--- src/rtl/core/wps_pkg.sv ---
// shared types and constants for the ws2812 pixel serializer
// no dependencies; imported by every module of the block
`default_nettype none

package wps_pkg;

   localparam int unsigned BITS_PER_PIXEL = 24;
   localparam logic [23:0] PIXEL_RESET    = 24'h0f0000;

   typedef enum logic [1:0] {
      CMD_WRITE = 2'd0,
      CMD_START = 2'd1,
      CMD_TICK  = 2'd2,
      CMD_NONE  = 2'd3
   } cmd_type;

   typedef enum logic [1:0] {
      REG_SLOT_TICKS      = 2'd0,
      REG_HIGH_TICKS_ONE  = 2'd1,
      REG_HIGH_TICKS_ZERO = 2'd2,
      REG_LATCH_SLOTS     = 2'd3
   } reg_index_type;

   localparam logic [7:0] SLOT_TICKS_RESET      = 8'd10;
   localparam logic [7:0] HIGH_TICKS_ONE_RESET  = 8'd7;
   localparam logic [7:0] HIGH_TICKS_ZERO_RESET = 8'd3;
   localparam logic [9:0] LATCH_SLOTS_RESET     = 10'd60;

   typedef struct packed {
      logic [7:0] slot_ticks;
      logic [7:0] high_ticks_one;
      logic [7:0] high_ticks_zero;
      logic [9:0] latch_slots;
   } cfg_type;

   typedef struct packed {
      logic line_level;
      logic busy_res;
      logic frame_done;
   } rsp_type;

endpackage

`default_nettype wire

--- src/rtl/core/wps_csr.sv ---
// configuration registers behind the apb-style port
// depends on wps_pkg for the register map and the cfg_type struct
`default_nettype none

module wps_csr
   import wps_pkg::*;
(
   input  wire logic        clock,
   input  wire logic        reset,
   input  wire logic        csr_psel,
   input  wire logic        csr_penable,
   input  wire logic        csr_pwrite,
   input  wire logic [3:0]  csr_paddr,
   input  wire logic [31:0] csr_pwdata,
   output logic [31:0]      csr_prdata,
   output logic             csr_pready,
   output cfg_type          cfg
);

   cfg_type       cfg_ff;
   cfg_type       cfg_in;
   reg_index_type reg_sel;
   logic          wr_en;

   assign reg_sel    = reg_index_type'(csr_paddr[3:2]);
   assign wr_en      = csr_psel && csr_penable && csr_pwrite;
   assign csr_pready = 1'b1;
   assign cfg        = cfg_ff;

   always_comb begin
      cfg_in = cfg_ff;
      if (wr_en) begin
         case (reg_sel)
            REG_SLOT_TICKS:      cfg_in.slot_ticks      = csr_pwdata[7:0];
            REG_HIGH_TICKS_ONE:  cfg_in.high_ticks_one  = csr_pwdata[7:0];
            REG_HIGH_TICKS_ZERO: cfg_in.high_ticks_zero = csr_pwdata[7:0];
            REG_LATCH_SLOTS:     cfg_in.latch_slots     = csr_pwdata[9:0];
            default:             cfg_in = cfg_ff;
         endcase
      end
   end

   always_comb begin
      case (reg_sel)
         REG_SLOT_TICKS:      csr_prdata = {24'd0, cfg_ff.slot_ticks};
         REG_HIGH_TICKS_ONE:  csr_prdata = {24'd0, cfg_ff.high_ticks_one};
         REG_HIGH_TICKS_ZERO: csr_prdata = {24'd0, cfg_ff.high_ticks_zero};
         REG_LATCH_SLOTS:     csr_prdata = {22'd0, cfg_ff.latch_slots};
         default:             csr_prdata = 32'd0;
      endcase
   end

   always_ff @(posedge clock) begin
      if (reset) begin
         cfg_ff.slot_ticks      <= SLOT_TICKS_RESET;
         cfg_ff.high_ticks_one  <= HIGH_TICKS_ONE_RESET;
         cfg_ff.high_ticks_zero <= HIGH_TICKS_ZERO_RESET;
         cfg_ff.latch_slots     <= LATCH_SLOTS_RESET;
      end else begin
         cfg_ff <= cfg_in;
      end
   end

endmodule

`default_nettype wire

--- src/rtl/core/wps_store.sv ---
// pixel color memory, one write port and one registered read port
// per-entry valid bits give the reset color; depends on wps_pkg
`default_nettype none

module wps_store
   import wps_pkg::*;
#(
   parameter int unsigned PIXELS = 64,
   parameter int unsigned ADDR_W = 6
) (
   input  wire logic              clock,
   input  wire logic              reset,
   input  wire logic              wr_en,
   input  wire logic [ADDR_W-1:0] wr_addr,
   input  wire logic [23:0]       wr_data,
   input  wire logic [ADDR_W-1:0] rd_addr,
   output logic [23:0]            rd_data
);

   logic [23:0]       mem [PIXELS];
   logic [PIXELS-1:0] valid_ff;
   logic [23:0]       rd_data_ff;

   assign rd_data = rd_data_ff;

   always_ff @(posedge clock) begin
      if (wr_en) begin
         mem[wr_addr] <= wr_data;
      end
   end

   always_ff @(posedge clock) begin
      if (reset) begin
         valid_ff <= '0;
      end else if (wr_en) begin
         valid_ff[wr_addr] <= 1'b1;
      end
   end

   // write-through so the read register always mirrors the addressed entry
   always_ff @(posedge clock) begin
      if (reset) begin
         rd_data_ff <= PIXEL_RESET;
      end else if (wr_en && (wr_addr == rd_addr)) begin
         rd_data_ff <= wr_data;
      end else if (valid_ff[rd_addr]) begin
         rd_data_ff <= mem[rd_addr];
      end else begin
         rd_data_ff <= PIXEL_RESET;
      end
   end

endmodule

`default_nettype wire

--- src/rtl/core/wps_seq.sv ---
// frame sequencer: slot and tick counters, line level and command decode
// drives the pixel store ports; depends on wps_pkg
`default_nettype none

module wps_seq
   import wps_pkg::*;
#(
   parameter int unsigned PIXELS = 64,
   parameter int unsigned ADDR_W = 6,
   parameter int unsigned PIX_W  = 7
) (
   input  wire logic              clock,
   input  wire logic              reset,
   input  wire logic              accept,
   input  wire logic [1:0]        cmd,
   input  wire logic [9:0]        pixel_index,
   input  wire logic [7:0]        red,
   input  wire logic [7:0]        green,
   input  wire logic [7:0]        blue,
   input  wire cfg_type           cfg,
   input  wire logic [23:0]       pixel,
   output logic                   wr_en,
   output logic [ADDR_W-1:0]      wr_addr,
   output logic [23:0]            wr_data,
   output logic [ADDR_W-1:0]      rd_addr,
   output rsp_type                result
);

   localparam logic [15:0]      DATA_SLOTS = 16'(PIXELS * BITS_PER_PIXEL);
   localparam logic [PIX_W-1:0] PIX_LAST   = PIX_W'(PIXELS);
   localparam logic [10:0]      IDX_LIMIT  = 11'(PIXELS);

   cmd_type          cmd_dec;
   logic             sending_ff, sending_in;
   logic [14:0]      slot_ff, slot_in;
   logic [7:0]       tick_ff, tick_in;
   logic [4:0]       pos_ff, pos_in;
   logic [PIX_W-1:0] pix_ff, pix_in;
   logic             line_ff, line_in;
   logic             in_data;
   logic             bit_val;
   logic [7:0]       hi_ticks;
   logic             level;
   logic [14:0]      slot_next;
   logic             slot_end;
   logic             frame_end;
   logic [15:0]      total_slots;

   assign cmd_dec     = cmd_type'(cmd);
   assign in_data     = pix_ff < PIX_LAST;
   assign bit_val     = pixel[5'd23 - pos_ff];
   assign hi_ticks    = bit_val ? cfg.high_ticks_one : cfg.high_ticks_zero;
   assign level       = in_data && (tick_ff < hi_ticks);
   assign slot_next   = slot_ff + 15'd1;
   assign slot_end    = ({1'b0, tick_ff} + 9'd1) >= {1'b0, cfg.slot_ticks};
   assign total_slots = DATA_SLOTS + {6'd0, cfg.latch_slots};
   assign frame_end   = slot_end && ({1'b0, slot_next} >= total_slots);

   assign wr_en   = accept && (cmd_dec == CMD_WRITE) && ({1'b0, pixel_index} < IDX_LIMIT);
   assign wr_addr = pixel_index[ADDR_W-1:0];
   assign wr_data = {green, red, blue};
   assign rd_addr = pix_in[ADDR_W-1:0];

   always_comb begin
      sending_in        = sending_ff;
      slot_in           = slot_ff;
      tick_in           = tick_ff;
      pos_in            = pos_ff;
      pix_in            = pix_ff;
      line_in           = line_ff;
      result.line_level = sending_ff && line_ff;
      result.frame_done = 1'b0;
      if (accept) begin
         case (cmd_dec)
            CMD_START: begin
               if (!sending_ff) begin
                  sending_in = 1'b1;
                  slot_in    = '0;
                  tick_in    = '0;
                  pos_in     = '0;
                  pix_in     = '0;
                  line_in    = 1'b0;
               end
            end
            CMD_TICK: begin
               if (sending_ff) begin
                  result.line_level = level;
                  line_in           = level;
                  if (frame_end) begin
                     sending_in        = 1'b0;
                     slot_in           = '0;
                     tick_in           = '0;
                     pos_in            = '0;
                     pix_in            = '0;
                     line_in           = 1'b0;
                     result.frame_done = 1'b1;
                  end else if (slot_end) begin
                     tick_in = '0;
                     slot_in = slot_next;
                     if (pos_ff == 5'(BITS_PER_PIXEL - 1)) begin
                        pos_in = '0;
                        if (in_data) begin
                           pix_in = pix_ff + PIX_W'(1);
                        end
                     end else begin
                        pos_in = pos_ff + 5'd1;
                     end
                  end else begin
                     tick_in = tick_ff + 8'd1;
                  end
               end
            end
            default: begin
            end
         endcase
      end
      result.busy_res = sending_in;
   end

   always_ff @(posedge clock) begin
      if (reset) begin
         sending_ff <= 1'b0;
         slot_ff    <= '0;
         tick_ff    <= '0;
         pos_ff     <= '0;
         pix_ff     <= '0;
         line_ff    <= 1'b0;
      end else begin
         sending_ff <= sending_in;
         slot_ff    <= slot_in;
         tick_ff    <= tick_in;
         pos_ff     <= pos_in;
         pix_ff     <= pix_in;
         line_ff    <= line_in;
      end
   end

endmodule

`default_nettype wire

--- src/rtl/core/wps_outq.sv ---
// two-entry result buffer: output register plus skid register
// depends on wps_pkg for rsp_type
`default_nettype none

module wps_outq
   import wps_pkg::*;
(
   input  wire logic    clock,
   input  wire logic    reset,
   input  wire logic    push,
   input  wire rsp_type push_data,
   output logic         full,
   output logic         rsp_valid,
   input  wire logic    rsp_stall,
   output rsp_type      rsp_data
);

   logic    head_valid_ff, head_valid_in;
   logic    skid_valid_ff, skid_valid_in;
   rsp_type head_ff, head_in;
   rsp_type skid_ff, skid_in;
   logic    head_load;

   assign head_load = !head_valid_ff || !rsp_stall;
   assign full      = skid_valid_ff;
   assign rsp_valid = head_valid_ff;
   assign rsp_data  = head_ff;

   always_comb begin
      head_valid_in = head_valid_ff;
      skid_valid_in = skid_valid_ff;
      head_in       = head_ff;
      skid_in       = skid_ff;
      if (head_load) begin
         if (skid_valid_ff) begin
            head_in       = skid_ff;
            head_valid_in = 1'b1;
            skid_in       = push_data;
            skid_valid_in = push;
         end else begin
            head_in       = push_data;
            head_valid_in = push;
         end
      end else if (push) begin
         skid_in       = push_data;
         skid_valid_in = 1'b1;
      end
   end

   always_ff @(posedge clock) begin
      if (reset) begin
         head_valid_ff <= 1'b0;
         skid_valid_ff <= 1'b0;
      end else begin
         head_valid_ff <= head_valid_in;
         skid_valid_ff <= skid_valid_in;
      end
      head_ff <= head_in;
      skid_ff <= skid_in;
   end

endmodule

`default_nettype wire

--- src/rtl/core/ws2812_pixel_serializer.sv ---
// top level of the ws2812 pixel serializer
// depends on wps_pkg, wps_csr, wps_store, wps_seq and wps_outq
`default_nettype none

// For every transaction (pixel write, frame start or timer tick) the
// sequencer state and the registered read of the pixel store feed a short
// decode that writes the result into a two-entry output buffer, so a new
// transaction is taken each cycle while req_stall is low, and up to two
// results may wait on a stalled output. req_stall rises only when both
// result entries are full. The store read register follows the pixel of
// the slot being sent, with writes to that pixel forwarded, so a tick sees
// the current color at once. Per-entry valid bits supply the reset color;
// there is no clearing pass. Configuration writes are registered by the port.
module ws2812_pixel_serializer
   import wps_pkg::*;
#(
   parameter int unsigned PIXELS = 64
) (
   input  wire logic        clock,
   input  wire logic        reset,
   input  wire logic        req_valid,
   output logic             req_stall,
   input  wire logic [1:0]  req_cmd,
   input  wire logic [9:0]  req_pixel_index,
   input  wire logic [7:0]  req_red,
   input  wire logic [7:0]  req_green,
   input  wire logic [7:0]  req_blue,
   output logic             rsp_valid,
   input  wire logic        rsp_stall,
   output logic             rsp_line_level,
   output logic             rsp_busy_res,
   output logic             rsp_frame_done,
   input  wire logic        csr_psel,
   input  wire logic        csr_penable,
   input  wire logic        csr_pwrite,
   input  wire logic [3:0]  csr_paddr,
   input  wire logic [31:0] csr_pwdata,
   output logic [31:0]      csr_prdata,
   output logic             csr_pready
);

   localparam int unsigned ADDR_W = (PIXELS > 1) ? $clog2(PIXELS) : 1;
   localparam int unsigned PIX_W  = $clog2(PIXELS + 1);

   cfg_type           cfg;
   rsp_type           result;
   rsp_type           rsp_data;
   logic              accept;
   logic              full;
   logic              wr_en;
   logic [ADDR_W-1:0] wr_addr;
   logic [23:0]       wr_data;
   logic [ADDR_W-1:0] rd_addr;
   logic [23:0]       pixel;

   assign accept    = req_valid && !full;
   assign req_stall = full;

   assign rsp_line_level = rsp_data.line_level;
   assign rsp_busy_res   = rsp_data.busy_res;
   assign rsp_frame_done = rsp_data.frame_done;

   wps_csr u_csr (
      .clock       (clock),
      .reset       (reset),
      .csr_psel    (csr_psel),
      .csr_penable (csr_penable),
      .csr_pwrite  (csr_pwrite),
      .csr_paddr   (csr_paddr),
      .csr_pwdata  (csr_pwdata),
      .csr_prdata  (csr_prdata),
      .csr_pready  (csr_pready),
      .cfg         (cfg)
   );

   wps_store #(
      .PIXELS (PIXELS),
      .ADDR_W (ADDR_W)
   ) u_store (
      .clock   (clock),
      .reset   (reset),
      .wr_en   (wr_en),
      .wr_addr (wr_addr),
      .wr_data (wr_data),
      .rd_addr (rd_addr),
      .rd_data (pixel)
   );

   wps_seq #(
      .PIXELS (PIXELS),
      .ADDR_W (ADDR_W),
      .PIX_W  (PIX_W)
   ) u_seq (
      .clock       (clock),
      .reset       (reset),
      .accept      (accept),
      .cmd         (req_cmd),
      .pixel_index (req_pixel_index),
      .red         (req_red),
      .green       (req_green),
      .blue        (req_blue),
      .cfg         (cfg),
      .pixel       (pixel),
      .wr_en       (wr_en),
      .wr_addr     (wr_addr),
      .wr_data     (wr_data),
      .rd_addr     (rd_addr),
      .result      (result)
   );

   wps_outq u_outq (
      .clock     (clock),
      .reset     (reset),
      .push      (accept),
      .push_data (result),
      .full      (full),
      .rsp_valid (rsp_valid),
      .rsp_stall (rsp_stall),
      .rsp_data  (rsp_data)
   );

   // a frame end result always reports the block as idle
   assert property (@(posedge clock) disable iff (reset)
      rsp_valid && rsp_frame_done |-> !rsp_busy_res)
      else $error("frame done reported while busy");

   // an idle result outside the frame end never shows a high line
   assert property (@(posedge clock) disable iff (reset)
      rsp_valid && !rsp_busy_res && !rsp_frame_done |-> !rsp_line_level)
      else $error("line high while idle");

   // the buffer only fills up behind a waiting result
   assert property (@(posedge clock) disable iff (reset)
      req_stall |-> rsp_valid)
      else $error("input stalled with no result pending");

endmodule

`default_nettype wire

--- config.mk ---
export PLATFORM = sky130hd
export DESIGN_NAME = ws2812_pixel_serializer
export DESIGN_NICKNAME = d
export VERILOG_FILES = /design/src/rtl/core/wps_pkg.sv /design/src/rtl/core/wps_csr.sv /design/src/rtl/core/wps_store.sv /design/src/rtl/core/wps_seq.sv /design/src/rtl/core/wps_outq.sv /design/src/rtl/core/ws2812_pixel_serializer.sv
export SDC_FILE = /design/constraint.sdc
export NUM_CORES = 2
export LEC_CHECK = 0
export BUFFER_PORTS_ARGS = -buffer_cell sky130_fd_sc_hd__buf_4
export CAP_MARGIN = 5
export CORE_ASPECT_RATIO = 0.6
export CORE_MARGIN = 3
export CORE_UTILIZATION = 40
export DETAILED_ROUTE_END_ITERATION = 7
export PLACE_DENSITY = 0.6
export SETUP_SLACK_MARGIN = 0.4
export SYNTH_ARGS = -nofsm -noshare
export SYNTH_HDL_FRONTEND = slang
export SYNTH_SLANG_ARGS = --single-unit
--- constraint.sdc ---
create_clock -name clock -period 5 [get_ports clock]
set_input_delay 0.5 -clock clock [delete_from_list [all_inputs] [get_ports clock]]
set_output_delay 0.5 -clock clock [all_outputs]
set_load 0.02 [all_outputs]
==> qor.csv <==
metric,value,unit
Mapped Avg Cell Area,12.7,um2
Multi-input gate area,18700,um2
WHS Path Cells,3,
average wire per standard cell,28.2,um
endpoints failing hold,0,
vias in the first global route,45534,
CTS tree,yes,
share of layout cells above drive strength 1,20.5,%
Crit Path Class,reg -> reg,
die area,178000,um2
H-tree lvl count,4,
routability congestion estimate,0.926,
status,"finished, final reports clean",
met2 Use GR,33.7,%
Int Pwr,22200,uW
CTS Buf Count,161,
met1 usage,39.8,%
DR iter-0 viols,7625,
vias per std cell,5.89,
cell area after layout,83800,um2
Hold Slack,45.7,ps
fin crit share,99.9,%
Placed Instance Area,75700,um2
PortBufs,69,
"Seq/Total Area, Yosys",71.8,%
FF-to-FF path depth,23,
worst hold path class,in -> reg,
Tmin final,5000,ps
async set-reset flop share out of synthesis,0,%
dpl cells,7995,
Yosys Warn Count,0,
Setup crit start kind,flip-flop,
Die Wd,542,um
DRC viols,0,
chip height,328,um
Yosys cell types,83,
Worst setup EP type,flip-flop,
TritonRoute pass-1 iters,7,
flip-flop and latch area,49500,um2
skew final,63.9,ps
mapped cell area,69000,um2
Clock Latency Late Sink,800,ps
CTS sink count,1703,
maximum number of pins on one net before global-route repair,73,
Pleak,0.0295,uW
setup violators final,0,
total power,27900,uW
initial core utilization,40.5,%
Net Sw Power,5720,uW
met3 GRT Util,11.0,%
Cell Pwr Density,333,nW/um2
Yosys reg bits,1703,
R2R Setup Slk,3,ps
most frequent cells in the layout,"1542 x edfxtp_1, 1453 x nand2_1, 566 x buf_4",
core footprint,171000,um2
"CTS clk-pin slew, worst paths",70,ps
CP Buf/Inv Count,5,
drt total wl,237,mm
max-slew violation count,0,
Worst-Margin Slew,1200,ps
grt ovf,0,
standard-cell row count,117,
CP arrival,5690,ps
RSZ-0062 raised after global routing,true,
Clock Tree Root,clkbuf_16,
Final #Nets,6125,
Critical-path top delay cell,a2111oi_2,
Sw Ratio,20.5,%
min-delay src,req_valid,
VDD IR max,280,uV
Synth-to-Final Area Change,21.5,%
clock buffer depth,4,
grt peak-use layer,met1,
Filler Cell Count,14577,
# IOs,117,
worst path required time,5690,ps
Seq pwr share,55.6,%
Comb power frac,1.7,%
Final ANT Viol Nets,0,
CP peak stage delay,430,ps
Post-synth EDFFs,1542,
reg-to-reg startpoint,u_seq.slot_ff[1],
"most used cell, CP",buf_4,
initial antenna violation count,11,
first-pass GRT wire length,335,mm
FF-to-FF End,u_store.rd_data[22],
via count,49421,
CP top delay family,simple AND/OR/NAND/NOR gates,
Max Cap Viol,0,
Post-Syn Instances,5438,
CP max FO,11,
"commonest non-fill, non-tap cell in the layout",edfxtp_1,
ys flop type,edfxtp_1,
FMAX,200,MHz
CP Cell Sequence,"and4_4, and4_4, nand3_4, nor2_2, xor2_1, ha_1, nand4_1, a31oi_1, a2111oi_2, buf_4, and3_2, o221ai_4, nand2_2, buf_4, nand2_1, buf_4, o22ai_1, nor2_1, nand3_2, buf_12, o311ai_0, buf_4, a32o_1",
slew margin rel.,19.7,%
final setup TNS,0,ps
Hold EP,u_outq.rsp_valid,
post-route insts no fill,8394,
gr usage total,26.0,%
Clock power frac,42.7,%
Post-DP HPWL,144,mm
## worst max path at each step
stage                startpoint                  end  slack, ps  cells after the start
6_report       u_seq.slot_ff[1]  u_store.rd_data[22]          3                     23
5_1_grt        u_seq.slot_ff[0]  u_store.rd_data[12]       -170                     28
4_1_cts        u_seq.slot_ff[0]  u_store.rd_data[12]         50                     28
3_5_place_dp   u_seq.slot_ff[3]   u_store.rd_data[4]       -460                     20
3_3_place_gp   u_seq.slot_ff[0]   u_store.rd_data[9]       -440                     20
2_1_floorplan  u_seq.slot_ff[2]  u_store.rd_data[14]        960                     21
## synthesized netlist by cell type, types with 6 or more instances
master	instances	area, um2
a2111oi_0	10	87.6
a211o_1	13	114
a211oi_1	11	82.6
a21o_1	6	45.0
a21oi_1	290	1450
a221o_1	10	100
a221oi_1	10	87.6
a22o_1	25	219
a22oi_1	46	345
a311oi_1	61	534
a31oi_1	144	901
a32o_1	18	180
and3_1	115	719
and4_1	9	78.8
buf_1	13	48.8
buf_2	163	816
buf_4	77	578
buf_6	35	394
clkbuf_1	75	282
dfxtp_1	161	3220
edfxtp_1	1542	46300
ha_1	35	438
inv_1	27	101
mux2i_1	64	641
mux4_2	14	315
nand2_1	1461	5480
nand3_1	407	2040
nand3b_1	8	60.1
nand4_1	14	87.6
nor2_1	273	1020
nor3_1	36	180
nor4_1	17	106
o211ai_1	7	52.6
o21a_1	13	97.6
o21ai_0	46	230
o21ai_1	8	40.0
o21ba_2	14	140
o22ai_1	36	225
xnor2_1	25	219
xor2_1	14	123
## final cells by class
| type | instances | area share, % |
|---|---|---|
| Antenna cell | 5 | 0.0149 |
| Clock buffer | 209 | 5.28 |
| Tap cell | 2261 | 3.37 |
| Inverter | 27 | 0.121 |
| Clock inverter | 71 | 0.642 |
| Sequential cell | 1703 | 59.1 |
| Timing Repair Buffer | 750 | 9.19 |
| Multi-Input combinational cell | 3368 | 22.3 |
## layer usage
layer	vias to the layer above	routed length, um
met1	24742	102000
met5	-	13
met3	323	38100
met2	3248	91900
li1	21106	-
met4	2	4740
## state kept, by name, summed over array words and instances (netlist names), 3 cells and up
signal            cells
u_csr.cfg            34
u_outq.rsp_data       3
u_outq.skid_ff        3
u_seq.pix_ff          7
u_seq.pos_ff          5
u_seq.slot_ff        15
u_seq.tick_ff         8
u_store.mem        1536
u_store.rd_data      24
u_store.valid_ff     64
## worst reg2reg max path, cell delays in order, from the launching register on
cell and delay, ps:
dfxtp_2 330, and4_4 230, and4_4 240, nand3_4 80, nor2_2 120, xor2_1 180, ha_1 270, nand4_1 130
a31oi_1 80, a2111oi_2 430, buf_4 190, and3_2 280, o221ai_4 190, nand2_2 190, buf_4 320, nand2_1 230
buf_4 280, o22ai_1 130, nor2_1 100, nand3_2 110, buf_12 140, o311ai_0 190, buf_4 220, a32o_1 240
## cells by family (layout without fill, tap and decap cells)
| family | count (synthesis) | after routing | share of synthesized area [%] |
|---|---|---|---|
| adders and majority gates | 35 | 35 | 0.635 |
| buffers and inverters | 391 | 1057 | 3.24 |
| xor gates and xnor gates | 39 | 39 | 0.495 |
| muxes | 84 | 84 | 1.51 |
| AOI/OAI and AO/OA | 818 | 821 | 7.86 |
| DFF | 1703 | 1703 | 71.8 |
| and+or+nand+nor | 2366 | 2366 | 14.5 |
| other | 2 | 28 | 0.0109 |
## power by group through the flow
stage / combinational, uW / clock (uW) / sequential, uW
after global routing: 503 / 12600 / 15500
after detailed placement: 460 / 0 / 15800
after floorplan: 119 / 0 / 15800
after global placement: 449 / 0 / 15800
after CTS: 472 / 12000 / 15500
final: 485 / 11900 / 15500
## what timing repair did
action	CTS	global route
gates cloned	28	2
setup endpoints to repair	24	24
endpoints found under the hold margin	32	0
buffers inserted	65	9
pin swaps	93	31
resized for setup	297	35
hold buffers	10	0
## through the flow
step / util (%) / setup WS, ps
floorplan: - / 959
global placement: 44.4 / -443
CTS: 49.0 / 46.4
detailed placement: 44.4 / -464
finish: 49.2 / 2.54
global route: 49.1 / -168
No activity file was read; power rests on OpenSTA's default activity.
